**config.mk**
```make
export PLATFORM = sky130hd
export DESIGN_NAME = cpp_pipe_ctrl
export DESIGN_NICKNAME = d
export VERILOG_FILES = /design/src/sv/cpp_pkg.sv /design/src/sv/cpp_pipe_ctrl.sv
export SDC_FILE = /design/constraint.sdc
export NUM_CORES = 1
export LEC_CHECK = 0
export ABC_AREA = 1
export BUFFER_PORTS_ARGS = -buffer_cell sky130_fd_sc_hd__buf_2
export CAP_MARGIN = 10
export CORE_UTILIZATION = 43
export DETAILED_ROUTE_END_ITERATION = 10
export HOLD_SLACK_MARGIN = 0.12
export PLACE_DENSITY = 0.72
export REMOVE_ABC_BUFFERS = 1
export SLEW_MARGIN = 5
export SYNTH_ARGS = -nofsm -noshare
export SYNTH_HDL_FRONTEND = slang
export SYNTH_SLANG_ARGS = --single-unit
```
**constraint.sdc**
```tcl
create_clock -name i_clk -period 1.15 [get_ports i_clk]
set_input_delay 0.23 -clock i_clk [delete_from_list [all_inputs] [get_ports i_clk]]
set_output_delay 0.23 -clock i_clk [all_outputs]
set_load 0.02 [all_outputs]
```
**src/sv/cpp_pkg.sv**
```systemverilog
// Package with the shared widths, types and saturation helpers of the particle push pipeline.
package cpp_pkg;

    localparam int VW   = 32;   // velocity and field, Q4.28
    localparam int PW   = 48;   // position, Q20.28
    localparam int FRAC = 28;
    localparam int AW   = 37;   // rounded cross product term
    localparam int SW   = 38;   // velocity or acceleration times step
    localparam int DTW  = 29;   // step size, unsigned Q1.28
    localparam int IDXW = 3;    // configuration register index
    localparam int NS   = 13;   // pipeline stages

    localparam logic [IDXW-1:0] CFG_FIELD_X = 3'd0;
    localparam logic [IDXW-1:0] CFG_FIELD_Y = 3'd1;
    localparam logic [IDXW-1:0] CFG_FIELD_Z = 3'd2;
    localparam logic [IDXW-1:0] CFG_STEP    = 3'd3;
    localparam logic [IDXW-1:0] CFG_MODE    = 3'd4;

    localparam logic signed [VW-1:0] FIELD_Z_RESET = 32'sd268435456;
    localparam logic [DTW-1:0]       STEP_RESET    = 29'd2684355;

    typedef logic signed [VW-1:0] t_vel3 [3];
    typedef logic signed [PW-1:0] t_pos3 [3];
    typedef logic signed [AW-1:0] t_acc3 [3];
    typedef logic signed [SW-1:0] t_scl3 [3];

    typedef struct packed {
        logic [NS-1:0] en;      // stage k loads in this cycle
        logic [NS-1:0] valid;   // stage k holds a word
    } t_pipe_ctrl;

    function automatic logic signed [VW-1:0] sat_vel(input logic signed [VW+6:0] x);
        if (x[VW+6:VW-1] != {8{x[VW+6]}}) begin
            return x[VW+6] ? {1'b1, {(VW-1){1'b0}}} : {1'b0, {(VW-1){1'b1}}};
        end
        return x[VW-1:0];
    endfunction

    function automatic logic vel_ovf(input logic signed [VW+6:0] x);
        return x[VW+6:VW-1] != {8{x[VW+6]}};
    endfunction

    function automatic logic signed [PW-1:0] sat_pos(input logic signed [PW:0] x);
        if (x[PW] != x[PW-1]) begin
            return x[PW] ? {1'b1, {(PW-1){1'b0}}} : {1'b0, {(PW-1){1'b1}}};
        end
        return x[PW-1:0];
    endfunction

    function automatic logic pos_ovf(input logic signed [PW:0] x);
        return x[PW] != x[PW-1];
    endfunction

endpackage

```
**src/sv/cpp_pipe_ctrl.sv**
```systemverilog
// Valid chain and per-stage load enables of the push pipeline.
module cpp_pipe_ctrl (
    input  logic                i_clk,
    input  logic                i_rst_n,
    input  logic                i_in_valid,
    input  logic                i_out_ready,
    output cpp_pkg::t_pipe_ctrl o_ctrl
);

    logic [cpp_pkg::NS-1:0] r_valid;
    logic [cpp_pkg::NS-1:0] n_valid;
    logic [cpp_pkg::NS-1:0] w_en;

    // A stage may load when the sink takes a word or any stage from it on is empty.
    always_comb begin
        for (int k = 0; k < cpp_pkg::NS; k++) begin
            w_en[k] = i_out_ready || ((~r_valid & ({cpp_pkg::NS{1'b1}} << k)) != '0);
        end
    end

    always_comb begin
        n_valid = r_valid;
        if (w_en[0]) begin
            n_valid[0] = i_in_valid;
        end
        for (int k = 1; k < cpp_pkg::NS; k++) begin
            if (w_en[k]) begin
                n_valid[k] = r_valid[k-1];
            end
        end
    end

    always_ff @(posedge i_clk) begin
        if (!i_rst_n) begin
            r_valid <= '0;
        end else begin
            r_valid <= n_valid;
        end
    end

    assign o_ctrl.en    = w_en;
    assign o_ctrl.valid = r_valid;

endmodule

```
## After elaboration in Yosys (flattened, before gate mapping)

Index checks and enable logic that the tools add are counted.

- Register bits: 13
- Word-level logic and storage cells: 39

- Bitwise logic cells: 1
- Reduce and logical (&&, ||, !) cells: 25

Operators by type and width:

| cell | count |
|---|---|
| $reduce_bool A13 Y1 | 12 |
| $logic_or A1 B1 Y1 | 13 |
| $not A13 Y13 | 1 |

## Logic depth before layout (Yosys ltp)

- Word-level depth: 3
- Gate-level depth with buffers: 5

## Worst setup path before layout

Ideal clock, no wire load.

- Kind: flip-flop to output port
- Start point: reg r_valid[11] (netlist bit)
- End point: out o_ctrl[17] (netlist bit)
- Buffers on the path: 0
- Path slack: -200 ps
- Stages on the path, launching flop included: 4
- Required time: 920 ps
- Arrival: 1120 ps
- Path through: dfxtp_1 > nand4_2 > nor2_4 > nand2_2

RTL lines:

| element | line | RTL |
|---|---|---|
| from (decl) | cpp_pipe_ctrl.sv:10 | `logic [cpp_pkg::NS-1:0] r_valid;` |
| from (signal assigned) | cpp_pipe_ctrl.sv:37 | `r_valid <= n_valid;` |
| to (decl) | cpp_pipe_ctrl.sv:7 | `output cpp_pkg::t_pipe_ctrl o_ctrl` |

==> impl_metrics.env <==
export IMPL_ys_seq_elements=13
export IMPL_dieArea_um2=1587
export IMPL_clock_path_buffers=2
export IMPL_relSlewSlack_pct=83.76
export IMPL_dpl_hpwl_um=1099
export IMPL_max_freq_ghz=0.6626
export IMPL_syn_instance_count=68
export IMPL_viasPerCell=5.106
export IMPL_fin_util_pct=95.25
export IMPL_synth_distinct_cells=14
export IMPL_antenna_found_initial=0
export IMPL_place_gp_congestion=0.7301
export IMPL_syn_cell_area_um2=615.6
export IMPL_ctsHtreeMaxLevel=1
export IMPL_outcome="finished, violations left"
export IMPL_clkPwrFrac_pct=36.3
export IMPL_drt_pass1_iterations=4
export IMPL_clock_latency_ns=0.28
export IMPL_ctsRootBufferMaster="clkbuf_4"
export IMPL_worst_pin_slew_ns=0.2427
export IMPL_cts_sinks=13
export IMPL_violations="setup timing"
export IMPL_port_buffers=29
export IMPL_maxCapViolCount=0
export IMPL_drive_gt1_share_pct=75.40
export IMPL_vias=720
export IMPL_dr_first_iter_drc_count=13
export IMPL_slew_viol_final=0
export IMPL_fin_setup_tns_ns=-4.016
export IMPL_areaGrowthSynthToFinish_pct=103.9
export IMPL_rsz0062_at_grt="yes"
export IMPL_power_density_nw_per_um2=631.6
export IMPL_yosysWarningCount=0
export IMPL_grt_pass1_vias=587
export IMPL_cts_tree="yes"
export IMPL_crit_arrival_ns=1.28
export IMPL_synth_seq_area_share_pct=42.28
export IMPL_hold_path_class="primary input to flip-flop"
export IMPL_numCtsBuffers=3
export IMPL_initial_utilization_pct=46.72
export IMPL_setup_viol=17
export IMPL_fin_crit_ns=1.509
export IMPL_layout_common_cells="buf_6 (26), buf_4 (19), inv_1 (14), buf_2 (9), a21oi_2 (8)"
export IMPL_top_register="r_valid"
export IMPL_antenna_cells=0
export IMPL_startpoint_type="flip-flop"
export IMPL_cp_end_kind="output pin"
export IMPL_p_switching_mw=0.1897
export IMPL_grt_max_degree=8
export IMPL_wl_per_cell_um=16.05
export IMPL_reg_largest_list="r_valid: 13 flops"
export IMPL_crit_required_ns=0.92
export IMPL_syn_avg_cell_area_um2=9.053
export IMPL_hold_viol_final=0
export IMPL_routed_wl_um=2263
export IMPL_crit_fanout=7
export IMPL_swShare_pct=23.93
export IMPL_ioPinCount=30
export IMPL_p_leak_nw=0.6679
export IMPL_clkTransAtPathRegs_ns=0.07
export IMPL_drcViolationCount=0
export IMPL_fp_dieW_um=39.84
export IMPL_timing_final_crit_share_pct=131.2
export IMPL_peakVddDrop_mv=0.6625
export IMPL_finalNetCount=131
export IMPL_power_frac_comb_pct=6.7
export IMPL_ant_nets=0
export IMPL_sequentialPowerShare_pct=57.1
export IMPL_path_class="flip-flop to output pin"
export IMPL_layout_commonest_cell="buf_6"
export IMPL_intPower_mw=0.6030
export IMPL_grt_pass1_wl_um=2387
export IMPL_layout_setup_ws_ns=-0.3593
export IMPL_largest_register_ffs=13
export IMPL_grt_usage_pct=23.79
export IMPL_finalClockSkew_ns=0.008621
export IMPL_grt_overflow_total=0
export IMPL_die_h_um=39.84
export IMPL_rows=13
export IMPL_coreArea_um2=1318
## power by group through the flow
stage / registers, mW / logic [mW] / clock network, mW
detailed placement: 0.470 / 0.0473 / 0
finish: 0.452 / 0.0529 / 0.287
global placement: 0.469 / 0.0468 / 0
CTS: 0.454 / 0.0489 / 0.292
floorplan: 0.477 / 0.0178 / 0
global route: 0.453 / 0.0562 / 0.317
## kinds of logic (layout without fill, tap and decap cells)
family | Yosys count | in the layout | share of synthesized area [%]
and+or+nand+nor | 25 | 25 | 31.50
AOI/OAI and AO/OA | 12 | 12 | 15.04
DFF | 13 | 13 | 42.28
buffers and inverters | 18 | 76 | 11.18
## per-layer routing
layer  track usage [%]  up-vias  routed length [um]
li1                  -      335                   -
met1             25.26      349                 908
met2             41.39       28                1202
met3             5.114        8                  93
met4             15.52        0                  59
met5                 0        -                   0
## timing repair
action	CTS	global route
hold endpoints to repair	0	0
endpoints found under the setup margin	19	29
hold buffers	0	0
pin swaps	13	17
gates resized for setup	39	32
buffers inserted	9	6
## cell usage after synthesis
| cell type | n | area (um2) |
|---|---|---|
| nand3_1 | 1 | 5.000 |
| nor2_4 | 2 | 22.52 |
| nor2_1 | 4 | 15.01 |
| nand4_2 | 6 | 75.07 |
| inv_2 | 3 | 11.26 |
| inv_1 | 14 | 52.55 |
| nand2_2 | 6 | 37.54 |
| nand2_1 | 5 | 18.77 |
| o21a_1 | 1 | 7.510 |
| a21oi_2 | 8 | 70.07 |
| dfxtp_1 | 13 | 260.3 |
| buf_2 | 1 | 5.000 |
| nor2_8 | 1 | 20.02 |
| a21oi_1 | 3 | 15.01 |
## layout make-up
class / count / area [um2]
Timing Repair Buffer: 55 / 500.5
Multi-Input combinational cell: 37 / 361.6
Sequential cell: 13 / 279.0
Inverter: 17 / 68.82
Fill cell: 34 / 62.56
Clock buffer: 4 / 26.28
Tap cell: 15 / 18.77
## final timing paths
check	slack [ns]	from	cells past startpoint	endpoint
worst min register to register	0.48	r_valid[2]$_SDFFE_PN0P_	2	r_valid[3]$_SDFFE_PN0P_
worst max register to register	-0.12	r_valid[2]$_SDFFE_PN0P_	6	r_valid[1]$_SDFFE_PN0P_
worst max-delay path	-0.36	r_valid[10]$_SDFFE_PN0P_	4	o_ctrl[22]
worst min-delay path	0.18	i_in_valid	3	r_valid[0]$_SDFFE_PN0P_
## critical path, cell delays in order, from the launching register on
cell and delay [ns]:
dfxtp_4 0.39, nand2_4 0.08, nor2_8 0.23, nand2_1 0.12, buf_2 0.18
## stage by stage
stage / worst slack, ns / total power [mW] / std cells / cell area, um2 / hold WS, ns
6_report: -0.3593 / 0.7927 / 141 / 1255 / 0.1840
5_1_grt: -0.4035 / 0.8263 / 141 / 1255 / 0.1750
4_1_cts: -0.3282 / 0.7951 / 139 / 1141 / 0.1628
3_5_place_dp: -0.1046 / 0.5169 / 126 / 887.1 / 0.4522
3_3_place_gp: -0.04402 / 0.5160 / 126 / 887.1 / 0.4476
2_1_floorplan: -0.1999 / 0.4947 / 67 / 610.6 / 0.3478
Note: power is estimated with default switching activity, not from simulation.
